### config.mk
export PLATFORM = sky130hd
export DESIGN_NAME = keyed_quantity_table_flat
export DESIGN_NICKNAME = d
export VERILOG_FILES = /design/src/design/kqt_pkg.sv /design/src/design/kqt_if.sv /design/src/design/keyed_quantity_table.sv /design/src/flat_wrapper.sv
export SDC_FILE = /design/constraint.sdc
export NUM_CORES = 2
export LEC_CHECK = 0
export BUFFER_PORTS_ARGS = -buffer_cell sky130_fd_sc_hd__clkbuf_2
export CORE_MARGIN = 2
export CORE_UTILIZATION = 57
export DETAILED_ROUTE_END_ITERATION = 16
export PLACE_DENSITY = 0.73
export SLEW_MARGIN = 25
export SYNTH_ARGS = -nofsm -noshare
export SYNTH_HDL_FRONTEND = slang
export SYNTH_SLANG_ARGS = --single-unit
### constraint.sdc
create_clock -name clk -period 17.7 [get_ports clk]
set_input_delay 3.54 -clock clk [delete_from_list [all_inputs] [get_ports clk]]
set_output_delay 3.54 -clock clk [all_outputs]
set_load 0.01 [all_outputs]
### src/design/kqt_pkg.sv
package kqt_pkg;

  localparam int unsigned KEY_W = 32;
  localparam int unsigned QTY_W = 32;
  localparam int unsigned IDX_OUT_W = 6;

  typedef enum logic [1:0] {
    OP_INSERT = 2'd0,
    OP_SEARCH = 2'd1,
    OP_UPDATE = 2'd2,
    OP_LIST   = 2'd3
  } op_t;

  typedef enum logic [1:0] {
    ST_OK        = 2'd0,
    ST_NOT_FOUND = 2'd1,
    ST_EXISTS    = 2'd2,
    ST_FULL      = 2'd3
  } status_t;

  typedef enum logic [1:0] {
    S_IDLE,
    S_SCAN,
    S_FINISH,
    S_LIST
  } state_t;

  localparam logic signed [QTY_W-1:0] QTY_MAX = {1'b0, {(QTY_W-1){1'b1}}};
  localparam logic signed [QTY_W-1:0] QTY_MIN = {1'b1, {(QTY_W-1){1'b0}}};

endpackage

### src/design/kqt_if.sv
interface kqt_req_if
  import kqt_pkg::*;
  ();
  logic                    valid;
  logic                    ready;
  op_t                     operation;
  logic signed [KEY_W-1:0] part_key;
  logic signed [QTY_W-1:0] quantity;

  modport source (output valid, operation, part_key, quantity, input ready);
  modport sink   (input valid, operation, part_key, quantity, output ready);
endinterface

interface kqt_rsp_if
  import kqt_pkg::*;
  ();
  logic                    valid;
  logic                    ready;
  status_t                 status;
  logic signed [KEY_W-1:0] result_key;
  logic signed [QTY_W-1:0] result_quantity;
  logic [IDX_OUT_W-1:0]    entry_index;
  logic                    last;

  modport source (output valid, status, result_key, result_quantity, entry_index, last,
                  input ready);
  modport sink   (input valid, status, result_key, result_quantity, entry_index, last,
                  output ready);
endinterface

### src/design/keyed_quantity_table.sv
// keyed_quantity_table: linear-search table of up to TABLE_DEPTH key/quantity entries.
// in_if carries one request per transaction (insert, search, update, list); out_if
// returns the results, last marking the final result of a request. Both are valid/ready.
// Keys and quantities live in two single-port synchronous memories read one slot per
// cycle. A request is taken only while the block is idle; a finished result may still
// wait in the output register when the next request is accepted.
// Timing: search, update and insert scan slots 0..n-1 in order at one slot per cycle
// (n = entries held) and stop at the first hit or after slot n-1. Update and insert
// write the memory in the cycle that loads the result.
// Insert into a full table and list on an empty table answer without a scan.
// List loads its entries in slot order, one per cycle while the output is not stalled.
// A new request can be taken in the cycle after the final result loads; the longest
// request is a miss on a full table.
// A stalled receiver holds the output register; a finished scan waits in its result
// state and the list stream pauses until the register drains, nothing is dropped.
// Reset empties the table (entry count to zero) and drops any pending result; the
// memories need no clearing since only slots below the entry count are ever read.
module keyed_quantity_table
  import kqt_pkg::*;
#(
  parameter int unsigned TABLE_DEPTH = 64
) (
  input logic        clk,
  input logic        rst_n,
  kqt_req_if.sink    in_if,
  kqt_rsp_if.source  out_if
);

  localparam int unsigned IDX_W = (TABLE_DEPTH > 1) ? $clog2(TABLE_DEPTH) : 1;
  localparam int unsigned CNT_W = $clog2(TABLE_DEPTH + 1);
  localparam logic [CNT_W-1:0] CNT_FULL = CNT_W'(TABLE_DEPTH);
  localparam logic [CNT_W-1:0] CNT_ONE = CNT_W'(1);

  // storage
  logic signed [KEY_W-1:0] key_mem [TABLE_DEPTH];
  logic signed [QTY_W-1:0] qty_mem [TABLE_DEPTH];
  logic signed [KEY_W-1:0] key_rd_r;
  logic signed [QTY_W-1:0] qty_rd_r;

  // control
  state_t                  state_r, state_nxt;
  logic [CNT_W-1:0]        count_r, count_nxt;
  logic [CNT_W-1:0]        addr_r, addr_nxt;
  logic [IDX_W-1:0]        rd_idx_r, rd_idx_nxt;
  logic                    rd_valid_r, rd_valid_nxt;
  logic                    hit_r, hit_nxt;
  op_t                     op_r, op_nxt;
  logic signed [KEY_W-1:0] req_key_r, req_key_nxt;
  logic signed [QTY_W-1:0] req_qty_r, req_qty_nxt;

  // output register
  logic                    out_valid_r;
  status_t                 out_status_r;
  logic signed [KEY_W-1:0] out_key_r;
  logic signed [QTY_W-1:0] out_qty_r;
  logic [IDX_OUT_W-1:0]    out_idx_r;
  logic                    out_last_r;

  logic                    accept;
  logic                    out_free;
  logic                    out_load;
  logic                    rd_en;
  logic                    rd_consume;
  logic                    key_match;
  logic                    list_last;
  logic                    key_we;
  logic                    qty_we;
  logic [IDX_W-1:0]        wr_idx;
  logic signed [QTY_W-1:0] qty_wdata;
  logic signed [QTY_W:0]   upd_sum;
  logic signed [QTY_W-1:0] upd_sat;
  status_t                 ld_status;
  logic signed [KEY_W-1:0] ld_key;
  logic signed [QTY_W-1:0] ld_qty;
  logic [IDX_OUT_W-1:0]    ld_idx;
  logic                    ld_last;

  assign in_if.ready = (state_r == S_IDLE);
  assign accept = in_if.valid && in_if.ready;
  assign out_free = !out_valid_r || out_if.ready;
  assign key_match = rd_valid_r && (key_rd_r == req_key_r);
  assign list_last = ((CNT_W'(rd_idx_r) + CNT_ONE) == count_r);

  // saturating add for update
  assign upd_sum = {qty_rd_r[QTY_W-1], qty_rd_r} + {req_qty_r[QTY_W-1], req_qty_r};
  assign upd_sat = (upd_sum[QTY_W] != upd_sum[QTY_W-1])
                   ? (upd_sum[QTY_W] ? QTY_MIN : QTY_MAX)
                   : upd_sum[QTY_W-1:0];

  always_comb begin
    state_nxt   = state_r;
    count_nxt   = count_r;
    addr_nxt    = addr_r;
    hit_nxt     = hit_r;
    op_nxt      = op_r;
    req_key_nxt = req_key_r;
    req_qty_nxt = req_qty_r;
    rd_en       = 1'b0;
    rd_consume  = 1'b0;
    out_load    = 1'b0;
    key_we      = 1'b0;
    qty_we      = 1'b0;
    wr_idx      = count_r[IDX_W-1:0];
    qty_wdata   = req_qty_r;
    ld_status   = ST_OK;
    ld_key      = req_key_r;
    ld_qty      = req_qty_r;
    ld_idx      = IDX_OUT_W'(count_r[IDX_W-1:0]);
    ld_last     = 1'b1;

    case (state_r)
      S_IDLE: begin
        if (accept) begin
          op_nxt      = in_if.operation;
          req_key_nxt = in_if.part_key;
          req_qty_nxt = in_if.quantity;
          addr_nxt    = '0;
          hit_nxt     = 1'b0;
          if (in_if.operation == OP_LIST) begin
            state_nxt = (count_r == '0) ? S_FINISH : S_LIST;
          end else if (in_if.operation == OP_INSERT && count_r == CNT_FULL) begin
            state_nxt = S_FINISH;
          end else begin
            state_nxt = S_SCAN;
          end
        end
      end

      S_SCAN: begin
        rd_consume = 1'b1;
        if (key_match) begin
          // read data stays put since no further read is issued
          hit_nxt   = 1'b1;
          state_nxt = S_FINISH;
        end else if (addr_r == count_r) begin
          state_nxt = S_FINISH;
        end else begin
          rd_en    = 1'b1;
          addr_nxt = addr_r + CNT_ONE;
        end
      end

      S_FINISH: begin
        case (op_r)
          OP_INSERT: begin
            if (count_r == CNT_FULL) begin
              ld_status = ST_FULL;
              ld_qty    = '0;
              ld_idx    = '0;
            end else if (hit_r) begin
              ld_status = ST_EXISTS;
              ld_key    = key_rd_r;
              ld_qty    = qty_rd_r;
              ld_idx    = IDX_OUT_W'(rd_idx_r);
            end
          end
          OP_SEARCH, OP_UPDATE: begin
            if (hit_r) begin
              ld_key = key_rd_r;
              ld_qty = (op_r == OP_UPDATE) ? upd_sat : qty_rd_r;
              ld_idx = IDX_OUT_W'(rd_idx_r);
            end else begin
              ld_status = ST_NOT_FOUND;
              ld_qty    = '0;
              ld_idx    = '0;
            end
          end
          default: begin
            // list on an empty table
            ld_status = ST_NOT_FOUND;
            ld_key    = '0;
            ld_qty    = '0;
            ld_idx    = '0;
          end
        endcase
        if (out_free) begin
          out_load  = 1'b1;
          state_nxt = S_IDLE;
          if (op_r == OP_INSERT && count_r != CNT_FULL && !hit_r) begin
            key_we    = 1'b1;
            qty_we    = 1'b1;
            count_nxt = count_r + CNT_ONE;
          end
          if (op_r == OP_UPDATE && hit_r) begin
            qty_we    = 1'b1;
            wr_idx    = rd_idx_r;
            qty_wdata = upd_sat;
          end
        end
      end

      S_LIST: begin
        ld_status  = ST_OK;
        ld_key     = key_rd_r;
        ld_qty     = qty_rd_r;
        ld_idx     = IDX_OUT_W'(rd_idx_r);
        ld_last    = list_last;
        out_load   = rd_valid_r && out_free;
        rd_consume = out_load;
        if ((addr_r != count_r) && (!rd_valid_r || out_load)) begin
          rd_en    = 1'b1;
          addr_nxt = addr_r + CNT_ONE;
        end
        if (out_load && list_last) begin
          state_nxt = S_IDLE;
        end
      end

      default: begin
        state_nxt = S_IDLE;
      end
    endcase

    rd_valid_nxt = rd_en || (rd_valid_r && !rd_consume);
    if (accept) begin
      rd_valid_nxt = 1'b0;
    end
    rd_idx_nxt = rd_en ? addr_r[IDX_W-1:0] : rd_idx_r;
  end

  // key and quantity memories, registered read
  always_ff @(posedge clk) begin
    if (key_we) begin
      key_mem[wr_idx] <= req_key_r;
    end
    if (rd_en) begin
      key_rd_r <= key_mem[addr_r[IDX_W-1:0]];
    end
  end

  always_ff @(posedge clk) begin
    if (qty_we) begin
      qty_mem[wr_idx] <= qty_wdata;
    end
    if (rd_en) begin
      qty_rd_r <= qty_mem[addr_r[IDX_W-1:0]];
    end
  end

  always_ff @(posedge clk) begin
    if (!rst_n) begin
      state_r    <= S_IDLE;
      count_r    <= '0;
      rd_valid_r <= 1'b0;
    end else begin
      state_r    <= state_nxt;
      count_r    <= count_nxt;
      rd_valid_r <= rd_valid_nxt;
    end
  end

  always_ff @(posedge clk) begin
    addr_r    <= addr_nxt;
    rd_idx_r  <= rd_idx_nxt;
    hit_r     <= hit_nxt;
    op_r      <= op_nxt;
    req_key_r <= req_key_nxt;
    req_qty_r <= req_qty_nxt;
  end

  always_ff @(posedge clk) begin
    if (!rst_n) begin
      out_valid_r <= 1'b0;
    end else if (out_load) begin
      out_valid_r <= 1'b1;
    end else if (out_if.ready) begin
      out_valid_r <= 1'b0;
    end
  end

  always_ff @(posedge clk) begin
    if (out_load) begin
      out_status_r <= ld_status;
      out_key_r    <= ld_key;
      out_qty_r    <= ld_qty;
      out_idx_r    <= ld_idx;
      out_last_r   <= ld_last;
    end
  end

  assign out_if.valid           = out_valid_r;
  assign out_if.status          = out_status_r;
  assign out_if.result_key      = out_key_r;
  assign out_if.result_quantity = out_qty_r;
  assign out_if.entry_index     = out_idx_r;
  assign out_if.last            = out_last_r;

  a_count_bound: assert property (@(posedge clk) disable iff (!rst_n)
    count_r <= CNT_FULL)
    else $error("entry count beyond table depth");

  a_read_in_range: assert property (@(posedge clk) disable iff (!rst_n)
    rd_en |-> (addr_r < count_r))
    else $error("read of a slot at or above the entry count");

  a_count_only_on_result: assert property (@(posedge clk) disable iff (!rst_n)
    (state_r != S_FINISH) |=> (count_r == $past(count_r)))
    else $error("entry count changed outside a result cycle");

  a_no_overrun: assert property (@(posedge clk) disable iff (!rst_n)
    (out_valid_r && !out_if.ready) |-> !out_load)
    else $error("result loaded over a pending transaction");

  a_idle_quiet: assert property (@(posedge clk) disable iff (!rst_n)
    (state_r == S_IDLE) |-> (!rd_en && !key_we && !qty_we))
    else $error("memory access while idle");

endmodule

### src/flat_wrapper.sv
// flat-port wrapper written by rule: the top's interface ports become plain ports
module keyed_quantity_table_flat import kqt_pkg::*;
#(
  parameter int unsigned TABLE_DEPTH = 64
)
  (clk, rst_n, in_if_valid, in_if_operation, in_if_part_key, in_if_quantity, in_if_ready, out_if_valid, out_if_status, out_if_result_key, out_if_result_quantity, out_if_entry_index, out_if_last, out_if_ready);
  kqt_req_if in_if_i ();
  kqt_rsp_if out_if_i ();
  input logic clk;
  input logic rst_n;
  input wire logic [$bits(in_if_i.valid)-1:0] in_if_valid;
  input wire logic [$bits(in_if_i.operation)-1:0] in_if_operation;
  input wire logic [$bits(in_if_i.part_key)-1:0] in_if_part_key;
  input wire logic [$bits(in_if_i.quantity)-1:0] in_if_quantity;
  output wire logic [$bits(in_if_i.ready)-1:0] in_if_ready;
  output wire logic [$bits(out_if_i.valid)-1:0] out_if_valid;
  output wire logic [$bits(out_if_i.status)-1:0] out_if_status;
  output wire logic [$bits(out_if_i.result_key)-1:0] out_if_result_key;
  output wire logic [$bits(out_if_i.result_quantity)-1:0] out_if_result_quantity;
  output wire logic [$bits(out_if_i.entry_index)-1:0] out_if_entry_index;
  output wire logic [$bits(out_if_i.last)-1:0] out_if_last;
  input wire logic [$bits(out_if_i.ready)-1:0] out_if_ready;
  assign in_if_i.valid = in_if_valid;
  assign in_if_i.operation = in_if_operation;
  assign in_if_i.part_key = in_if_part_key;
  assign in_if_i.quantity = in_if_quantity;
  assign in_if_ready = in_if_i.ready;
  assign out_if_valid = out_if_i.valid;
  assign out_if_status = out_if_i.status;
  assign out_if_result_key = out_if_i.result_key;
  assign out_if_result_quantity = out_if_i.result_quantity;
  assign out_if_entry_index = out_if_i.entry_index;
  assign out_if_last = out_if_i.last;
  assign out_if_i.ready = out_if_ready;
  keyed_quantity_table #(.TABLE_DEPTH(TABLE_DEPTH)) u_core (.clk(clk), .rst_n(rst_n), .in_if(in_if_i), .out_if(out_if_i));
endmodule
==> impl_results.md <==
* Router iterations before antenna repair at 6
* Largest net degree at the start of global routing at between 150 and 200
* Final Util at 0.6509
* Main combinational cell family by area after synthesis: multiplexers
* Post-synthesis compound-gate area fraction at 0.01332
* H-tree depth at 5
* Biggest cell delay along the critical path at a little over 1 ns
* Fmax at around 140 MHz
* Final Skew at 0.06584 ns
* Vias in the first global route at around 79000
* Synth Area in Adders at 0.003098
* Worst min path class: reg -> reg
* Area grow syn2layout at 13.42%
* Total Wirelength at between 400000 and 500000 microns
* Synth Warn # at 0
* Hold Buf Count CTS at 0
* Final Hold Vio Count at 0
* Reg2reg end: u_core.qty_rd_r[3]$_DFFE_PP_
* VDD IR max at between 0.1 and 0.15 mV
* Period utilization at 0.3951
* Synth top area cells: edfxtp_1 (77%), mux4_2 (18%), clkbuf_1 (0.54%)
* Share of cells above drive strength 1 at 0.3249
* Setup violators final at 0
* Critical Path Sink: u_core.qty_mem[29][21]$_DFFE_PP_
* FF-to-FF path depth at 8
* Max FO, Critical Path at 32
* Reg2Reg Setup Slack at ~12 ns
* Via count at just over 80000
* Critical Path Start: out_if_ready
* Number of flops mapped to enable cells by yosys at around 4300
* Initial Util at 0.5739
* Core Region at between 200000 and 300000 sq um
* Top-area cell type share of the netlist area at 0.7746
* CP cell instances: clkbuf_2 -> nor2b_1 -> nor2_1 -> and3_1 -> and2_1 -> a21o_1 -> nand2_1 -> nor2_4
* Dpl hpwl at ~270000 microns
* Die H at 545.6 microns
* Dpl cells at ~11000
* First-pass GRT wire length at about 620000 microns
* Worst setup margin at around 11 ns
* Die Wd at roughly 550 microns
* CP max stage cell: nor2_4
* Number of DRC markers in iteration 0 at 13255
* Lkg Pwr at between 50 and 60 nW
* Critical Path AT at ~7.5 ns
* Clock Latency Late Sink at approximately 0.93 ns
* Async S/R FF share, synth at 0
* Distinct cells, synth at 67
* RSZ-0062 raised after global routing: no
* Worst Path Required at between 15 and 20 ns
* Logic gate share of total power at 0.175
* Avg WL per Cell at ~39 microns
* TritonCTS Buffers at 416
* Placement row count at approximately 200
* Max-Cap Viols at 0
* Mux cell area share after synthesis at 0.1816
* Clock transition at path regs at 0.06 ns
* Sw power at between 0.006 and 0.007 W
* Total track usage at 0.3001
* Initial antenna violation count at 37
* Synth Area in Simple Gates at 0.01202
* Register share of total power at 0.472
* Clock share of power at 0.353
* Internal at between 0.015 and 0.02 W
* Gpl congestion at 0.9066
* Final Instance Count excl. Fillers at between 10000 and 15000
* I/O Buffers at between 100 and 150
* DRC Markers at 0
* Switching Fraction at 0.2648
* Die area at 297700 sq um
* Cell area power density at about 130 nW/um^2
* Clk sink count at about 4300
* CTS resizes at 0
* Via/cell ratio at around 7.0
* Clk buf depth at 4
* Dpl ws at approximately 10 ns
* Number of nets with antenna violations after routing at 0
* Synthesis-stage register bit count at ~4300
* Synth area leader: edfxtp_1
* Final count of pins violating max slew at 0
* Setup total negative slack at 0 ns
* Slew headroom at 0.2221
* Sequential area share after synthesis at 0.7759
* Gate Count Post-Synth at roughly 7000
* CTS root buf: clkbuf_16
* Fin crit period at about 7 ns
* Crit path launch type: input pin
* Final nets at roughly 7500
* Cell area after synthesis at between 150000 and 200000 sq um
* CTS tree: done
* Syn nets at about 7000
* Slew @ Worst Pin at approximately 1.2 ns
* Top-Level Pins at between 100 and 150
* Setup crit end kind: flop
* CP Class: in -> reg
* XOR/XNOR share of the synthesized area at 0.004550
* Status: finished clean
* Syn_area_per_cell at around 24 sq um
* Setup Fix Bufs, Post-CTS at 0
* Total grt overflow at 0
* Reg2reg start: u_core.addr_r[1]$_SDFFCE_PN0P_
* Primary FF master, synth: edfxtp_1
worst min-delay path by stage:
| stage | from | endpoint | slack, ns | depth (start not counted) |
|---|---|---|---|---|
| 5_1_grt | u_core.out_if.valid$_SDFFE_PN0P_ | u_core.out_if.valid$_SDFFE_PN0P_ | 0.57 | 2 |
| 3_5_place_dp | u_core.out_if.valid$_SDFFE_PN0P_ | u_core.out_if.valid$_SDFFE_PN0P_ | 0.52 | 2 |
| 4_1_cts | u_core.out_if.valid$_SDFFE_PN0P_ | u_core.out_if.valid$_SDFFE_PN0P_ | 0.53 | 2 |
| 3_3_place_gp | u_core.out_if.valid$_SDFFE_PN0P_ | u_core.out_if.valid$_SDFFE_PN0P_ | 0.51 | 2 |
| 6_report | u_core.out_if.valid$_SDFFE_PN0P_ | u_core.out_if.valid$_SDFFE_PN0P_ | 0.52 | 2 |
| 2_1_floorplan | u_core.addr_r[2]$_SDFFCE_PN0P_ | u_core.rd_idx_r[2]$_DFFE_PP_ | 0.42 | 0 |
area by class of cell:
type | instances | area, sq um
flip-flops and latches | 4324 | 129700
fillers | 17720 | 101700
multi-input cells | 2256 | 37230
clock buffers | 516 | 10910
well taps | 3900 | 4880
repair buffers | 412 | 4556
clock inverters | 231 | 2211
inverters | 18 | 73.82
diodes | 18 | 45.04
worst max-delay path: cells and delay by family:
kind	cells	cell delay, ns
simple gates	6	3.19
compound gates	1	0.63
buf+inv	1	0.09
power groups by stage:
| stage | combinational [W] | sequential, W | clock [W] |
|---|---|---|---|
| final | 0.00432 | 0.0116 | 0.00869 |
| after global routing | 0.00441 | 0.0116 | 0.00911 |
| after CTS | 0.00426 | 0.0116 | 0.00873 |
| after detailed placement | 0.00421 | 0.0118 | 0 |
| after global placement | 0.00416 | 0.0118 | 0 |
| after floorplan | 0.00250 | 0.0118 | 0 |
cells in the mapped netlist (4+ instances only):
cell type	instances
nor2b_1	14
mux4_2	1344
a211oi_1	6
nand3b_1	4
inv_1	18
ha_1	39
buf_1	20
clkbuf_1	239
a21boi_0	5
a222oi_1	5
and2_1	17
nand3_1	26
dfxtp_1	11
o21a_1	10
nand4_1	12
nor2_1	214
a21oi_1	64
nor3_1	11
a22o_1	44
o31ai_1	22
a21o_1	11
xnor2_1	32
o21ai_1	25
edfxtp_1	4313
and3_1	5
or3_1	8
nand2_1	112
a31oi_1	9
nor4_1	11
o31a_1	5
xor2_1	53
mux2i_1	8
a211oi_2	4
buf_2	104
o21ai_0	53
nand2b_1	12
o211ai_1	7
a22oi_1	24
flip-flops by register name, indices dropped and copies added, names as in the netlist, 2 cells and up:
signal,flops
u_core.out_if.result_quantity,32
u_core.key_mem,2048
u_core.state_r,2
u_core.out_if.result_key,32
u_core.key_rd_r,32
u_core.qty_mem,2048
u_core.rd_idx_r,6
u_core.out_if.entry_index,6
u_core.addr_r,7
u_core.count_r,7
u_core.req_qty_r,32
u_core.out_if.status,2
u_core.req_key_r,32
u_core.qty_rd_r,32
u_core.op_r,2
metrics by stage:
stage / instance area, sq um / power (W) / hold WS (ns)
finish: 189600 / 0.02464 / 0.5241
global route: 189600 / 0.02515 / 0.5659
CTS: 188100 / 0.02461 / 0.5299
detailed placement: 175000 / 0.01606 / 0.5206
global placement: 174000 / 0.01600 / 0.5133
floorplan: 167200 / 0.01434 / 0.4244
cells in the final DEF, fill, tap and decap left out, drive strengths merged, types with 39 or more instances in the layout:
master and instances:
buf 268, bufinv 40, xor2 54, clkbuf 660, mux4 1344, ha 39
nor2 214, edfxtp 4313, clkinv 171, a21oi 68, nand2 113, o21ai 78
a22o 44
cells by family after synthesis:
logic type      Yosys count
compound gates          322
xor+xnor                 86
flops                  4324
simple gates            454
mux                    1353
fa+ha+maj                41
buf+inv                 385
layer usage:
layer  vias up  GRT usage  wire length (microns)
li1      31091          -                      -
met1     43189     0.4077                 155300
met2      6176     0.4663                 219200
met3      1028    0.06499                  51300
met4        20     0.1529                  29460
met5         -          0                    162
(Power assumes the default switching activity.)
